**src/rtl/core/multi_list_table_engine_defines.svh**
```systemverilog
// Assertion macros for the bounded multi-list table engine.
// Included by the RTL files that carry concurrent assertions.
`ifndef MULTI_LIST_TABLE_ENGINE_DEFINES_SVH
`define MULTI_LIST_TABLE_ENGINE_DEFINES_SVH
`ifndef NO_ASSERTIONS
`define MLTE_ASSERT(lbl, clk, rst, prop) \
   lbl: assert property (@(posedge clk) disable iff (rst) prop) \
      else $error("mlte assertion failed");
`define MLTE_ASSERT_NR(lbl, clk, prop) \
   lbl: assert property (@(posedge clk) prop) else $error("mlte assertion failed");
`else
`define MLTE_ASSERT(lbl, clk, rst, prop)
`define MLTE_ASSERT_NR(lbl, clk, prop)
`endif
`endif

```
**src/rtl/core/mlte_pkg.sv**
```systemverilog
// Shared constants, codes and types of the multi-list table engine.
// No dependencies; used by the store, the top level and the testbench.
package mlte_pkg;
   localparam int SLOTS = 10;
   localparam int CAP   = 6;
   localparam int DEPTH = SLOTS * CAP;
   localparam int AW    = $clog2(DEPTH);
   localparam int SW    = $clog2(SLOTS);
   localparam int KW    = (CAP > 1) ? $clog2(CAP) : 1;
   localparam int CW    = $clog2(CAP + 1);
   localparam int NW    = $clog2(DEPTH + 1);

   localparam logic [3:0] K_CREATE        = 4'd0;
   localparam logic [3:0] K_APPEND        = 4'd1;
   localparam logic [3:0] K_POP           = 4'd2;
   localparam logic [3:0] K_DELETE        = 4'd3;
   localparam logic [3:0] K_RESIZE        = 4'd4;
   localparam logic [3:0] K_COUNT         = 4'd5;
   localparam logic [3:0] K_READ          = 4'd6;
   localparam logic [3:0] K_READ_SORT     = 4'd7;
   localparam logic [3:0] K_READ_ALL      = 4'd8;
   localparam logic [3:0] K_READ_ALL_SORT = 4'd9;
   localparam logic [3:0] K_CHECK         = 4'd10;

   localparam logic [3:0] STS_OK        = 4'd0;
   localparam logic [3:0] STS_BAD_POS   = 4'd1;
   localparam logic [3:0] STS_EXISTS    = 4'd2;
   localparam logic [3:0] STS_BAD_SIZE  = 4'd3;
   localparam logic [3:0] STS_NO_MEM    = 4'd4;
   localparam logic [3:0] STS_NO_LIST   = 4'd5;
   localparam logic [3:0] STS_FULL      = 4'd6;
   localparam logic [3:0] STS_EMPTY     = 4'd7;
   localparam logic [3:0] STS_ABSENT    = 4'd8;
   localparam logic [3:0] STS_BAD_NEW   = 4'd9;
   localparam logic [3:0] STS_ALL_EMPTY = 4'd10;

   typedef struct packed {
      logic          we;
      logic [AW-1:0] waddr;
      logic [31:0]   wdata;
      logic [AW-1:0] raddr;
   } store_req_type;

   function automatic logic [AW-1:0] slot_base(input logic [SW-1:0] i);
      return AW'(int'(i) * CAP);
   endfunction

   function automatic logic sgt(input logic [31:0] a, input logic [31:0] b);
      return $signed(a) > $signed(b);
   endfunction
endpackage

```
**src/rtl/core/mlte_req_if.sv**
```systemverilog
// Command channel of the multi-list table engine.
// Depends on nothing but the handshake convention valid/ready.
interface mlte_req_if;
   logic              valid;
   logic              ready;
   logic [3:0]        kind;
   logic [3:0]        slot;
   logic signed [4:0] amount;
   logic signed [31:0] value;

   modport source (output valid, kind, slot, amount, value, input ready);
   modport sink   (input valid, kind, slot, amount, value, output ready);
endinterface

```
**src/rtl/core/mlte_rsp_if.sv**
```systemverilog
// Result channel of the multi-list table engine.
// Depends on nothing but the handshake convention valid/ready.
interface mlte_rsp_if;
   logic               valid;
   logic               ready;
   logic [3:0]         status;
   logic signed [31:0] data_value;
   logic               has_value;
   logic [2:0]         item_count;
   logic               last;

   modport source (output valid, status, data_value, has_value, item_count, last,
                   input ready);
   modport sink   (input valid, status, data_value, has_value, item_count, last,
                   output ready);
endinterface

```
**src/rtl/core/mlte_store.sv**
```systemverilog
// Element store: one write and one registered read a cycle.
// Depends on mlte_pkg.
module mlte_store (
   input  logic                   clock,
   input  mlte_pkg::store_req_type req,
   output logic [31:0]            rdata
);
   import mlte_pkg::*;

   logic [31:0] mem_ff [DEPTH];
   logic [31:0] rdata_ff;

   always_ff @(posedge clock) begin
      if (req.we) begin
         mem_ff[req.waddr] <= req.wdata;
      end
      rdata_ff <= mem_ff[req.raddr];
   end

   assign rdata = rdata_ff;
endmodule

```
**src/rtl/core/multi_list_table_engine.sv**
```systemverilog
// Channel   Dir  Handshake     Payload
// req_ifc   in   valid/ready   kind, slot, amount, value
// rsp_ifc   out  valid/ready   status, data_value, has_value, item_count, last
//
// One transaction at a time; req_ifc.ready is high only when idle.
// Status-only commands present their result the cycle after acceptance, except delete,
// which first reads and compares elements in order until a match, then shifts each later
// element down with a read and a write. A plain readout scans the positions in order and
// emits each element it finds; read all first tallies the counts of all slots. A sorted
// readout rescans once per distinct value and emits each copy of the current minimum.
// Synchronous reset clears the slot table; a stalled result holds the sequencer.
// Depends on mlte_pkg, mlte_req_if, mlte_rsp_if, mlte_store and the defines header.
`include "multi_list_table_engine_defines.svh"
module multi_list_table_engine (
   input  logic       clock,
   input  logic       reset,
   mlte_req_if.sink   req_ifc,
   mlte_rsp_if.source rsp_ifc
);
   import mlte_pkg::*;

   typedef enum logic [11:0] {
      ST_IDLE       = 12'b000000000001,
      ST_TOTAL      = 12'b000000000010,
      ST_PLAIN_RD   = 12'b000000000100,
      ST_PLAIN_DAT  = 12'b000000001000,
      ST_SORT_SCAN  = 12'b000000010000,
      ST_SORT_DRAIN = 12'b000000100000,
      ST_SORT_EMIT  = 12'b000001000000,
      ST_DEL_RD     = 12'b000010000000,
      ST_DEL_CMP    = 12'b000100000000,
      ST_SH_RD      = 12'b001000000000,
      ST_SH_WR      = 12'b010000000000,
      ST_OUT        = 12'b100000000000
   } state_type;

   state_type state_ff, state_in, ret_ff, ret_in;
   logic [3:0]    sts_ff, sts_in;
   logic [31:0]   data_ff, data_in;
   logic          has_ff, has_in;
   logic [2:0]    icnt_ff, icnt_in;
   logic          last_ff, last_in;
   logic [31:0]   value_ff, value_in;
   logic          sorted_ff, sorted_in, all_ff, all_in;
   logic [SW-1:0] s_ff, s_in;
   logic [KW-1:0] k_ff, k_in;
   logic [AW-1:0] addr_ff, addr_in;
   logic [NW-1:0] total_ff, total_in, done_ff, done_in, mcnt_ff, mcnt_in;
   logic [31:0]   min_ff, min_in, prev_ff, prev_in;
   logic          first_ff, first_in, have_ff, have_in, rdv_ff, rdv_in;
   logic [CW-1:0] cnt_ff [SLOTS];
   logic [CW-1:0] cnt_in [SLOTS];
   logic [CW-1:0] cap_ff [SLOTS];
   logic [CW-1:0] cap_in [SLOTS];
   logic [SLOTS-1:0] alloc_ff, alloc_in;

   store_req_type sreq;
   logic [31:0]   rdata;

   logic          idle, fire, slot_ok, cand, it_end, elig;
   logic [SW-1:0] req_idx, ridx, s_start;
   logic [CW-1:0] cur_cnt, cur_cap;
   logic          cur_alloc;
   logic [NW-1:0] tot;
   int            fin;

   mlte_store u_store (.clock(clock), .req(sreq), .rdata(rdata));

   assign idle    = (state_ff == ST_IDLE);
   assign fire    = req_ifc.valid && idle;
   assign slot_ok = (req_ifc.slot >= 4'd1) && (int'(req_ifc.slot) <= SLOTS);
   assign req_idx = SW'(req_ifc.slot - 4'd1);
   assign ridx    = idle ? (slot_ok ? req_idx : '0) : s_ff;
   assign cur_cnt   = cnt_ff[ridx];
   assign cur_cap   = cap_ff[ridx];
   assign cur_alloc = alloc_ff[ridx];
   assign cand   = cur_alloc && ((CW+1)'(k_ff) < (CW+1)'(cur_cnt));
   assign it_end = all_ff ? (int'(addr_ff) == DEPTH - 1) : (int'(k_ff) == CAP - 1);
   assign elig   = first_ff || sgt(rdata, prev_ff);
   assign s_start = all_ff ? '0 : s_ff;
   assign fin    = int'(cur_cap) + int'(req_ifc.amount);

   assign req_ifc.ready      = idle;
   assign rsp_ifc.valid      = (state_ff == ST_OUT);
   assign rsp_ifc.status     = sts_ff;
   assign rsp_ifc.data_value = data_ff;
   assign rsp_ifc.has_value  = has_ff;
   assign rsp_ifc.item_count = icnt_ff;
   assign rsp_ifc.last       = last_ff;

   always_comb begin
      state_in = state_ff;
      ret_in   = ret_ff;
      sts_in   = sts_ff;
      data_in  = data_ff;
      has_in   = has_ff;
      icnt_in  = icnt_ff;
      last_in  = last_ff;
      value_in = value_ff;
      sorted_in = sorted_ff;
      all_in   = all_ff;
      s_in     = s_ff;
      k_in     = k_ff;
      addr_in  = addr_ff;
      total_in = total_ff;
      done_in  = done_ff;
      mcnt_in  = mcnt_ff;
      min_in   = min_ff;
      prev_in  = prev_ff;
      first_in = first_ff;
      have_in  = have_ff;
      rdv_in   = 1'b0;
      cnt_in   = cnt_ff;
      cap_in   = cap_ff;
      alloc_in = alloc_ff;
      tot      = '0;
      sreq.we    = 1'b0;
      sreq.waddr = addr_ff;
      sreq.wdata = rdata;
      sreq.raddr = addr_ff;

      case (state_ff)
         ST_IDLE: begin
            if (fire && req_ifc.kind <= K_CHECK) begin
               state_in = ST_OUT;
               ret_in   = ST_IDLE;
               sts_in   = STS_OK;
               data_in  = '0;
               has_in   = 1'b0;
               icnt_in  = '0;
               last_in  = 1'b1;
               value_in = req_ifc.value;
               if (req_ifc.kind == K_READ_ALL || req_ifc.kind == K_READ_ALL_SORT) begin
                  all_in    = 1'b1;
                  sorted_in = (req_ifc.kind == K_READ_ALL_SORT);
                  s_in      = '0;
                  total_in  = '0;
                  done_in   = '0;
                  state_in  = ST_TOTAL;
               end else if (!slot_ok) begin
                  sts_in = STS_BAD_POS;
               end else if (req_ifc.kind == K_CHECK) begin
                  sts_in = STS_OK;
               end else if (req_ifc.kind == K_CREATE) begin
                  if (cur_alloc) begin
                     sts_in = STS_EXISTS;
                  end else if (int'(req_ifc.amount) < 1) begin
                     sts_in = STS_BAD_SIZE;
                  end else if (int'(req_ifc.amount) > CAP) begin
                     sts_in = STS_NO_MEM;
                  end else begin
                     alloc_in[ridx] = 1'b1;
                     cnt_in[ridx]   = '0;
                     cap_in[ridx]   = CW'(req_ifc.amount);
                  end
               end else if (!cur_alloc) begin
                  sts_in = STS_NO_LIST;
               end else begin
                  case (req_ifc.kind)
                     K_APPEND: begin
                        if (cur_cnt >= cur_cap || int'(cur_cnt) >= CAP) begin
                           sts_in = STS_FULL;
                        end else begin
                           sreq.we      = 1'b1;
                           sreq.waddr   = slot_base(ridx) + AW'(cur_cnt);
                           sreq.wdata   = req_ifc.value;
                           cnt_in[ridx] = cur_cnt + CW'(1);
                        end
                     end
                     K_POP: begin
                        if (cur_cnt == '0) begin
                           sts_in = STS_EMPTY;
                        end else begin
                           cnt_in[ridx] = cur_cnt - CW'(1);
                        end
                     end
                     K_DELETE: begin
                        if (cur_cnt == '0) begin
                           sts_in = STS_EMPTY;
                        end else begin
                           s_in     = ridx;
                           k_in     = '0;
                           addr_in  = slot_base(ridx);
                           state_in = ST_DEL_RD;
                        end
                     end
                     K_RESIZE: begin
                        if (fin < 1) begin
                           sts_in = STS_BAD_NEW;
                        end else if (fin > CAP) begin
                           sts_in = STS_NO_MEM;
                        end else begin
                           cap_in[ridx] = CW'(fin);
                           if (int'(cur_cnt) > fin) begin
                              cnt_in[ridx] = CW'(fin);
                           end
                        end
                     end
                     K_COUNT: begin
                        if (cur_cnt == '0) begin
                           sts_in = STS_EMPTY;
                        end else begin
                           icnt_in = 3'(cur_cnt);
                        end
                     end
                     default: begin
                        all_in    = 1'b0;
                        sorted_in = (req_ifc.kind == K_READ_SORT);
                        if (cur_cnt != '0) begin
                           s_in     = ridx;
                           k_in     = '0;
                           addr_in  = slot_base(ridx);
                           total_in = NW'(cur_cnt);
                           done_in  = '0;
                           first_in = 1'b1;
                           have_in  = 1'b0;
                           state_in = (req_ifc.kind == K_READ_SORT) ? ST_SORT_SCAN
                                                                   : ST_PLAIN_RD;
                        end
                     end
                  endcase
               end
            end
         end

         ST_TOTAL: begin
            tot = total_ff + (cur_alloc ? NW'(cur_cnt) : NW'(0));
            if (int'(s_ff) == SLOTS - 1) begin
               if (tot == '0) begin
                  sts_in   = STS_ALL_EMPTY;
                  state_in = ST_OUT;
               end else begin
                  s_in     = '0;
                  k_in     = '0;
                  addr_in  = '0;
                  total_in = tot;
                  done_in  = '0;
                  first_in = 1'b1;
                  have_in  = 1'b0;
                  state_in = sorted_ff ? ST_SORT_SCAN : ST_PLAIN_RD;
               end
            end else begin
               s_in     = s_ff + SW'(1);
               total_in = tot;
            end
         end

         ST_PLAIN_RD: begin
            if (cand) begin
               state_in = ST_PLAIN_DAT;
            end else if (int'(k_ff) == CAP - 1) begin
               k_in    = '0;
               s_in    = s_ff + SW'(1);
               addr_in = addr_ff + AW'(1);
            end else begin
               k_in    = k_ff + KW'(1);
               addr_in = addr_ff + AW'(1);
            end
         end

         ST_PLAIN_DAT: begin
            sts_in   = STS_OK;
            data_in  = rdata;
            has_in   = 1'b1;
            icnt_in  = '0;
            last_in  = (done_ff + NW'(1) == total_ff);
            done_in  = done_ff + NW'(1);
            state_in = ST_OUT;
            ret_in   = ST_PLAIN_RD;
            if (!it_end) begin
               if (int'(k_ff) == CAP - 1) begin
                  k_in = '0;
                  s_in = s_ff + SW'(1);
               end else begin
                  k_in = k_ff + KW'(1);
               end
               addr_in = addr_ff + AW'(1);
            end
         end

         ST_SORT_SCAN, ST_SORT_DRAIN: begin
            if (rdv_ff && elig) begin
               if (!have_ff || sgt(min_ff, rdata)) begin
                  min_in  = rdata;
                  mcnt_in = NW'(1);
                  have_in = 1'b1;
               end else if (rdata == min_ff) begin
                  mcnt_in = mcnt_ff + NW'(1);
               end
            end
            if (state_ff == ST_SORT_DRAIN) begin
               state_in = ST_SORT_EMIT;
            end else begin
               rdv_in = cand;
               if (it_end) begin
                  state_in = ST_SORT_DRAIN;
               end else if (int'(k_ff) == CAP - 1) begin
                  k_in    = '0;
                  s_in    = s_ff + SW'(1);
                  addr_in = addr_ff + AW'(1);
               end else begin
                  k_in    = k_ff + KW'(1);
                  addr_in = addr_ff + AW'(1);
               end
            end
         end

         ST_SORT_EMIT: begin
            sts_in   = STS_OK;
            data_in  = min_ff;
            has_in   = 1'b1;
            icnt_in  = '0;
            last_in  = (done_ff + NW'(1) == total_ff);
            done_in  = done_ff + NW'(1);
            mcnt_in  = mcnt_ff - NW'(1);
            state_in = ST_OUT;
            ret_in   = ST_SORT_EMIT;
            if (mcnt_ff == NW'(1)) begin
               prev_in  = min_ff;
               first_in = 1'b0;
               have_in  = 1'b0;
               s_in     = s_start;
               k_in     = '0;
               addr_in  = slot_base(s_start);
               ret_in   = ST_SORT_SCAN;
            end
         end

         ST_DEL_RD: begin
            state_in = ST_DEL_CMP;
         end

         ST_DEL_CMP: begin
            if (rdata == value_ff) begin
               state_in = ST_SH_RD;
            end else if ((CW+1)'(k_ff) + (CW+1)'(1) < (CW+1)'(cur_cnt)) begin
               k_in     = k_ff + KW'(1);
               addr_in  = addr_ff + AW'(1);
               state_in = ST_DEL_RD;
            end else begin
               sts_in   = STS_ABSENT;
               state_in = ST_OUT;
            end
         end

         ST_SH_RD: begin
            sreq.raddr = addr_ff + AW'(1);
            if ((CW+1)'(k_ff) + (CW+1)'(1) < (CW+1)'(cur_cnt)) begin
               state_in = ST_SH_WR;
            end else begin
               cnt_in[ridx] = cur_cnt - CW'(1);
               sts_in   = STS_OK;
               state_in = ST_OUT;
            end
         end

         ST_SH_WR: begin
            sreq.we    = 1'b1;
            sreq.waddr = addr_ff;
            sreq.wdata = rdata;
            k_in       = k_ff + KW'(1);
            addr_in    = addr_ff + AW'(1);
            state_in   = ST_SH_RD;
         end

         ST_OUT: begin
            if (rsp_ifc.ready) begin
               state_in = last_ff ? ST_IDLE : ret_ff;
            end
         end

         default: begin
            state_in = ST_IDLE;
         end
      endcase
   end

   always_ff @(posedge clock) begin
      if (reset) begin
         state_ff <= ST_IDLE;
         ret_ff   <= ST_IDLE;
         alloc_ff <= '0;
         total_ff <= '0;
         done_ff  <= '0;
         have_ff  <= 1'b0;
         rdv_ff   <= 1'b0;
         for (int i = 0; i < SLOTS; i++) begin
            cnt_ff[i] <= '0;
            cap_ff[i] <= '0;
         end
      end else begin
         state_ff <= state_in;
         ret_ff   <= ret_in;
         alloc_ff <= alloc_in;
         total_ff <= total_in;
         done_ff  <= done_in;
         have_ff  <= have_in;
         rdv_ff   <= rdv_in;
         cnt_ff   <= cnt_in;
         cap_ff   <= cap_in;
      end
   end

   always_ff @(posedge clock) begin
      sts_ff    <= sts_in;
      data_ff   <= data_in;
      has_ff    <= has_in;
      icnt_ff   <= icnt_in;
      last_ff   <= last_in;
      value_ff  <= value_in;
      sorted_ff <= sorted_in;
      all_ff    <= all_in;
      s_ff      <= s_in;
      k_ff      <= k_in;
      addr_ff   <= addr_in;
      mcnt_ff   <= mcnt_in;
      min_ff    <= min_in;
      prev_ff   <= prev_in;
      first_ff  <= first_in;
   end

   `MLTE_ASSERT(a_rsp_blocks_req, clock, reset, rsp_ifc.valid |-> !req_ifc.ready)
   `MLTE_ASSERT(a_done_bounded, clock, reset, state_ff == ST_OUT |-> done_ff <= total_ff)
   `MLTE_ASSERT(a_sort_has_min, clock, reset, state_ff == ST_SORT_EMIT |-> have_ff && mcnt_ff != '0)
   `MLTE_ASSERT_NR(a_reset_idle, clock, $past(reset) |-> state_ff == ST_IDLE)
endmodule

```
**src/flat_wrapper.sv**
```systemverilog
// flat-port wrapper written by rule: the top's interface ports become plain ports
module multi_list_table_engine_flat import mlte_pkg::*;
  (clock, reset, req_ifc_valid, req_ifc_kind, req_ifc_slot, req_ifc_amount, req_ifc_value, req_ifc_ready, rsp_ifc_valid, rsp_ifc_status, rsp_ifc_data_value, rsp_ifc_has_value, rsp_ifc_item_count, rsp_ifc_last, rsp_ifc_ready);
  mlte_req_if req_ifc_i ();
  mlte_rsp_if rsp_ifc_i ();
  input  logic clock;
  input  logic reset;
  input wire logic [$bits(req_ifc_i.valid)-1:0] req_ifc_valid;
  input wire logic [$bits(req_ifc_i.kind)-1:0] req_ifc_kind;
  input wire logic [$bits(req_ifc_i.slot)-1:0] req_ifc_slot;
  input wire logic [$bits(req_ifc_i.amount)-1:0] req_ifc_amount;
  input wire logic [$bits(req_ifc_i.value)-1:0] req_ifc_value;
  output wire logic [$bits(req_ifc_i.ready)-1:0] req_ifc_ready;
  output wire logic [$bits(rsp_ifc_i.valid)-1:0] rsp_ifc_valid;
  output wire logic [$bits(rsp_ifc_i.status)-1:0] rsp_ifc_status;
  output wire logic [$bits(rsp_ifc_i.data_value)-1:0] rsp_ifc_data_value;
  output wire logic [$bits(rsp_ifc_i.has_value)-1:0] rsp_ifc_has_value;
  output wire logic [$bits(rsp_ifc_i.item_count)-1:0] rsp_ifc_item_count;
  output wire logic [$bits(rsp_ifc_i.last)-1:0] rsp_ifc_last;
  input wire logic [$bits(rsp_ifc_i.ready)-1:0] rsp_ifc_ready;
  assign req_ifc_i.valid = req_ifc_valid;
  assign req_ifc_i.kind = req_ifc_kind;
  assign req_ifc_i.slot = req_ifc_slot;
  assign req_ifc_i.amount = req_ifc_amount;
  assign req_ifc_i.value = req_ifc_value;
  assign req_ifc_ready = req_ifc_i.ready;
  assign rsp_ifc_valid = rsp_ifc_i.valid;
  assign rsp_ifc_status = rsp_ifc_i.status;
  assign rsp_ifc_data_value = rsp_ifc_i.data_value;
  assign rsp_ifc_has_value = rsp_ifc_i.has_value;
  assign rsp_ifc_item_count = rsp_ifc_i.item_count;
  assign rsp_ifc_last = rsp_ifc_i.last;
  assign rsp_ifc_i.ready = rsp_ifc_ready;
  multi_list_table_engine u_core (.clock(clock), .reset(reset), .req_ifc(req_ifc_i), .rsp_ifc(rsp_ifc_i));
endmodule
```
**config.mk**
```make
export PLATFORM = sky130hd
export DESIGN_NAME = multi_list_table_engine_flat
export DESIGN_NICKNAME = d
export VERILOG_FILES = /design/src/rtl/core/mlte_pkg.sv /design/src/rtl/core/mlte_req_if.sv /design/src/rtl/core/mlte_rsp_if.sv /design/src/rtl/core/mlte_store.sv /design/src/rtl/core/multi_list_table_engine.sv /design/src/flat_wrapper.sv
export VERILOG_INCLUDE_DIRS = /design/src /design/src/rtl/core
export SDC_FILE = /design/constraint.sdc
export NUM_CORES = 2
export LEC_CHECK = 0
export BUFFER_PORTS_ARGS = -buffer_cell sky130_fd_sc_hd__buf_2
export CAP_MARGIN = 20
export CELL_PAD_IN_SITES_DETAIL_PLACEMENT = 0
export CELL_PAD_IN_SITES_GLOBAL_PLACEMENT = 1
export CORE_ASPECT_RATIO = 0.5
export CORE_MARGIN = 2
export CORE_UTILIZATION = 30
export DETAILED_ROUTE_END_ITERATION = 10
export HOLD_SLACK_MARGIN = 0.03
export PLACE_DENSITY = 0.5
export SLEW_MARGIN = 5
export SYNTH_ARGS = -nofsm -noshare
export SYNTH_HDL_FRONTEND = slang
export SYNTH_HIERARCHICAL = 1
export SYNTH_SLANG_ARGS = --single-unit
```
**constraint.sdc**
```tcl
create_clock -name clock -period 8.1 [get_ports clock]
set_input_delay 0.81 -clock clock [delete_from_list [all_inputs] [get_ports clock]]
set_output_delay 0.81 -clock clock [all_outputs]
set_load 0.02 [all_outputs]
```
### Word level (Yosys, flattened, before mapping)

Memory sizes are Yosys's and may differ from the RTL's. A register that Yosys moved wholly into a read port is not among the register bits.
Cells that the tools add are included.

* bits in latches: 0
* output and inout bits: 43
* bits of input ports: 49
* memories: 1
* register bits after elaboration: 267
* word-level logic and storage cells: 457
* bits in writable memories: 1920
* memory bits (read-only): 0

* shifts and indexed selects: 0
* $lt $le $gt $ge: 18
* multipliers: 2
* add/subtract/negate cells: 13
* bitwise operators: 10
* mux-type cells: 233
* equality and inequality tests: 83
* reductions and logical operators: 55
* div/mod/pow operators: 0

Memories
* u_core.u_store.mem_ff: words 60, width 32, read ports 1, clocked after Yosys merged registers in 1, write ports 1, RTL line mlte_store.sv:10 `logic [31:0] mem_ff [DEPTH];`

Operator list (number)
* $mux 30: 23
* $mux 39: 8
* $mux 12: 19
* $mux 6: 38
* $bwmux 30: 5
* $mux 4: 32
* $pmux 12 s10: 1
* $mux 3: 35
* $pmux 32 s3: 1
* $pmux 30 s3: 1
* $pmux 39 s2: 1
* $eq 32x32->1: 2
* $gt 32x32->1: 2
* $pmux 30 s2: 1
* $pmux 6 s8: 1
* $ne 3x3->1 const B: 14
* $mux 1: 41
* $pmux 12 s3: 1
* $pmux 6 s2: 3
* $gt 32x4->1 const B: 1
* $gt 4x32->1: 1
* $lt 32x2->1 const B: 1
* $mux 32: 1
* $ne 2x2->1 const B: 16
* other kinds (95): 165

### Logic depth before layout (Yosys ltp)

* word-level depth: 21
* mapped depth: 26
* mapped depth without buffers: 24

### Modules after synthesis

The synthesis kept the hierarchy.

Modules (own cells, without submodules)
* mlte_store: times used 1, seq. area each 58295.9 µm², cells an instance 3271, area an instance 73857.1 µm²
* multi_list_table_engine: times used 1, seq. area each 6776.5 µm², cells an instance 1723, area an instance 16427.0 µm²

### Worst setup path before layout

Ideal clock, no wire load.

* kind: input to register
* start point: in req_ifc_slot[0]
* end point: mem u_core.u_store.mem_ff[36][0] (enable)
* setup time: 0.461 ns
* path buffers: 5
* required time: 7.639 ns
* stages on the path: 24
* setup slack: 0.083 ns
* data arrival time: 7.556 ns
* cell sequence: inv_1 > ha_1 > or3b_2 > a22oi_2 > o31ai_1 > buf_4 > buf_4 > a221o_1 > nor3_1 > o32a_1 > buf_2 > ha_1 > nand2b_1 > a21o_1 > a21oi_1 > o21a_4 > nand4_1 > clkbuf_1 > nand2_1 > o21ai_0 > clkbuf_1 > nor2_1 > nand4_1 > nor3_1

RTL lines
* start, declared: RTL line flat_wrapper.sv:10 `input wire logic [$bits(req_ifc_i.slot)-1:0] req_ifc_slot;`
* end, declared: RTL line mlte_store.sv:10

==> results.yml <==
floorplan:
  dieArea_mm2: 0.3056
  initial_core_util_pct: 30.16
  row_count: 142
  coreArea_mm2: 0.2994
  die_w_um: 779.8
  ios: 92
  fp.dieH_um: 391.9
clock_network:
  cts_tree: "done"
  clock-sinks: 2211
  root_buffer: "clkbuf_16"
  clock_path_buffers: 4
  cts_setup_buffers: 0
  numCtsBuffers: 217
  htree_levels: 4
  cts_hold_buf: 0
  cts_resized: 0
  insertion_delay_ps: 920
  clk_pin_slew_worst_paths_ps: 60
worst_setup_path:
  crit_chain: "nor3_1 -> nand4_1 -> buf_4 -> o31ai_4 -> clkinv_4 -> and3_1 -> a311oi_1 -> a31oi_1 -> o22ai_1 -> inv_1 -> ha_1 -> a21o_1 -> a21oi_1 -> o21a_4 -> nand4_1 -> buf_4 -> mux2i_1 -> nor2b_1 -> nand3_1 -> buf_4 -> nor2_4 -> buf_12"
  critPathArrivalTime_ps: 7860
  endpoint_kind: "flip-flop"
  crit_top_cell: "buf_4"
  cp_slowest_cell: "o31ai_4"
  slowest_delay_ps: 920
  cpLargestDelayFamily: "compound AO/OA/AOI/OAI gates"
  cp-start-kind: "flip-flop"
  critPathBufInv: 6
  worst-setup-path-type: "flip-flop to flip-flop"
  crit_required_ps: 8630
  critPathMaxFanout: 42
layout:
  drive_above_1_share_pct: 22.94
  fin_util_pct: 34.76
  fin_area_mm2: 0.1041
  nets: 5423
  fillCellCount: 28080
  syn2layout_area_growth_pct: 15.27
routing:
  drc_errors: 0
  drt_wl_total_um: 293900
  drtIter0Drc: 6449
  via_count: 50630
  drt-vias-per-instance: 5.346
  dr.pass1.iters: 5
  post_drt_wl_per_cell_um: 31.03
  antenna_left: 0
global_routing:
  antenna_found_initial: 39
  grt_max_degree: 85
  grt_pass1_vias: 50130
  grt.total_usage_pct: 18.82
  grt.overflow.total: 0
  grt_pass1_wl_um: 408400
timing:
  rsz0062_at_grt: "false"
  post-route-min-period_ps: 7332
  setup_viol: 0
  maxSlewViolCount: 0
  finalCritPeriodShare_pct: 90.52
  hold_viol: 0
  max-slew-margin-rel_pct: 21.02
  fmax_mhz: 136.4
  finClkSkew_ps: 137.7
  worstMarginPinSlew_ps: 1183
  setup-tns-final_ps: 0
placed_design:
  routabilityCongestion: 0.8605
  placed_area_mm2: 0.09727
  io_buffers: 91
  hpwl_um: 190300
pwr:
  switching_share_pct: 32.59
  leakage_nw: 33.03
  power-per-cell-area_mw_per_mm2: 307.5
  ir_worst_vdd_v: 0.0001958
  p_sw_mw: 10.43
  pwr-share-comb_pct: 23.8
  seqPwrFrac_pct: 45.3
  clockPowerShare_pct: 30.9
  p_int_mw: 21.58
yosys:
  synth_edf_count: 2079
  ys_seq_area_share_pct: 72.08
  synth_cells: 4994
  ys_types: 99
  yosys-top-cells-area: "edfxtp_1 69%, mux4_2 11%, dfxtp_1 2.9%"
  synth_fp_nets: 5158
  ys_ff_latch: 2211
  yosys_warnings: 6
  yosysTopAreaCellShare_pct: 69.15
  netlist_area_mm2: 0.09028
  synth_flop_cell: "edfxtp_1"
  synth_top_area_cell: "edfxtp_1"
  syn_area_per_cell_um2: 18.08
  async_reset_ff_share_pct: 0
status:
  status: "complete, no violations"
run:
  drv_cap: 0
min_path:
  hold_path.class: "input port to flip-flop"
==> per-stage QoR <==
stage	power, mW	instances	hold slack, ps	setup slack (ps)
floorplan	18.25	4994	426.4	83.23
global placement	22.26	9067	447.7	386.3
detailed placement	22.38	9068	450.8	278.9
CTS	32.29	9460	53.56	790.3
global route	33.10	9464	68.92	306.3
finish	32.01	9471	108.8	768.1
==> worst paths after layout <==
kind	start	end	slack, ps	depth (start not counted)
max	u_core/state_ff[4]	u_core/u_store/mem_ff[19][5]	770	22
min	req_ifc_value[13]	u_core/value_ff[13]	110	1
max reg2reg	u_core/state_ff[4]	u_core/u_store/mem_ff[19][5]	770	22
min reg2reg	u_core/min_ff[0]	u_core/prev_ff[0]	450	0
==> power by group through the flow <==
stage	Combinational [mW]	Sequential [mW]	Clock [mW]
finish	7.61	14.5	9.90
global route	8.04	14.5	10.6
CTS	7.67	14.5	10.1
detailed placement	7.65	14.7	0
global placement	7.53	14.7	0
floorplan	3.66	14.6	0
==> state kept, by name, summed over array words and instances (netlist names), 3 cells and up <==
register	flops
u_core/addr_ff	6
u_core/alloc_ff	10
u_core/cap_ff	30
u_core/cnt_ff	30
u_core/done_ff	6
u_core/k_ff	3
u_core/mcnt_ff	6
u_core/min_ff	32
u_core/prev_ff	32
u_core/ret_ff	4
u_core/rsp_ifc.data_value	32
u_core/rsp_ifc.item_count	3
u_core/rsp_ifc.status	4
u_core/s_ff	4
u_core/state_ff	12
u_core/total_ff	6
u_core/u_store/mem_ff	1920
u_core/u_store/rdata	32
u_core/value_ff	32
==> cells in the mapped netlist, drive strengths merged (24+ instances only) <==
cell type  number
a21o           28
a21oi         130
a221oi         33
a22o           56
a22oi         115
a31oi          44
and3           31
buf           113
clkbuf        157
dfxtp         132
edfxtp       2079
ha            110
inv           126
mux2           39
mux2i         105
mux4          460
nand2         217
nand3          87
nand4          30
nor2          239
nor3           52
o211ai         36
o21a           27
o21ai         162
o22ai          24
xor2           51
==> cell type report <==
| type | instances | area (um^2) | area share (%) |
|---|---|---|---|
| flip-flops and latches | 2211 | 65070 | 62.53 |
| multi-input cells | 2382 | 23940 | 23.01 |
| clock buffers | 279 | 5766 | 5.540 |
| well taps | 4032 | 5045 | 4.847 |
| repair buffers | 316 | 2770 | 2.662 |
| clock inverters | 113 | 960.9 | 0.9233 |
| inverters | 131 | 496.7 | 0.4773 |
| diodes | 7 | 17.52 | 0.01683 |
==> logic make-up after synthesis <==
group,share of synthesized area [%]
buffers and inverters,2.084
multiplexers,13.13
adder cells (fa/ha/maj),1.646
flip-flops,72.08
XOR/XNOR,0.6777
AO/OA/AOI/OAI,6.199
AND/OR/NAND/NOR,4.188
==> cell usage in the layout (no fill, tap or decap), drive strengths merged, types with 51 or more instances in the layout <==
master / n
a22oi: 115
clkbuf: 279
nand3: 87
o21ai: 162
edfxtp: 2079
buf: 316
dfxtp: 132
clkinv: 91
nor3: 52
a22o: 56
a21oi: 130
mux4: 460
xor2: 51
nor2: 239
mux2i: 105
nand2: 217
inv: 133
ha: 110
==> per-layer routing <==
layer / part of all wire (%) / up-vias / routed length (um) / global-route usage, %
li1: - / 20880 / - / -
met1: 47 / 27470 / 136700 / 28.48
met2: 45 / 1960 / 131600 / 29.00
met3: 7.0 / 313 / 20590 / 2.928
met4: 1.7 / 8 / 4892 / 3.204
met5: 0.018 / - / 53 / 0
Note: power is estimated with default switching activity, not from simulation.
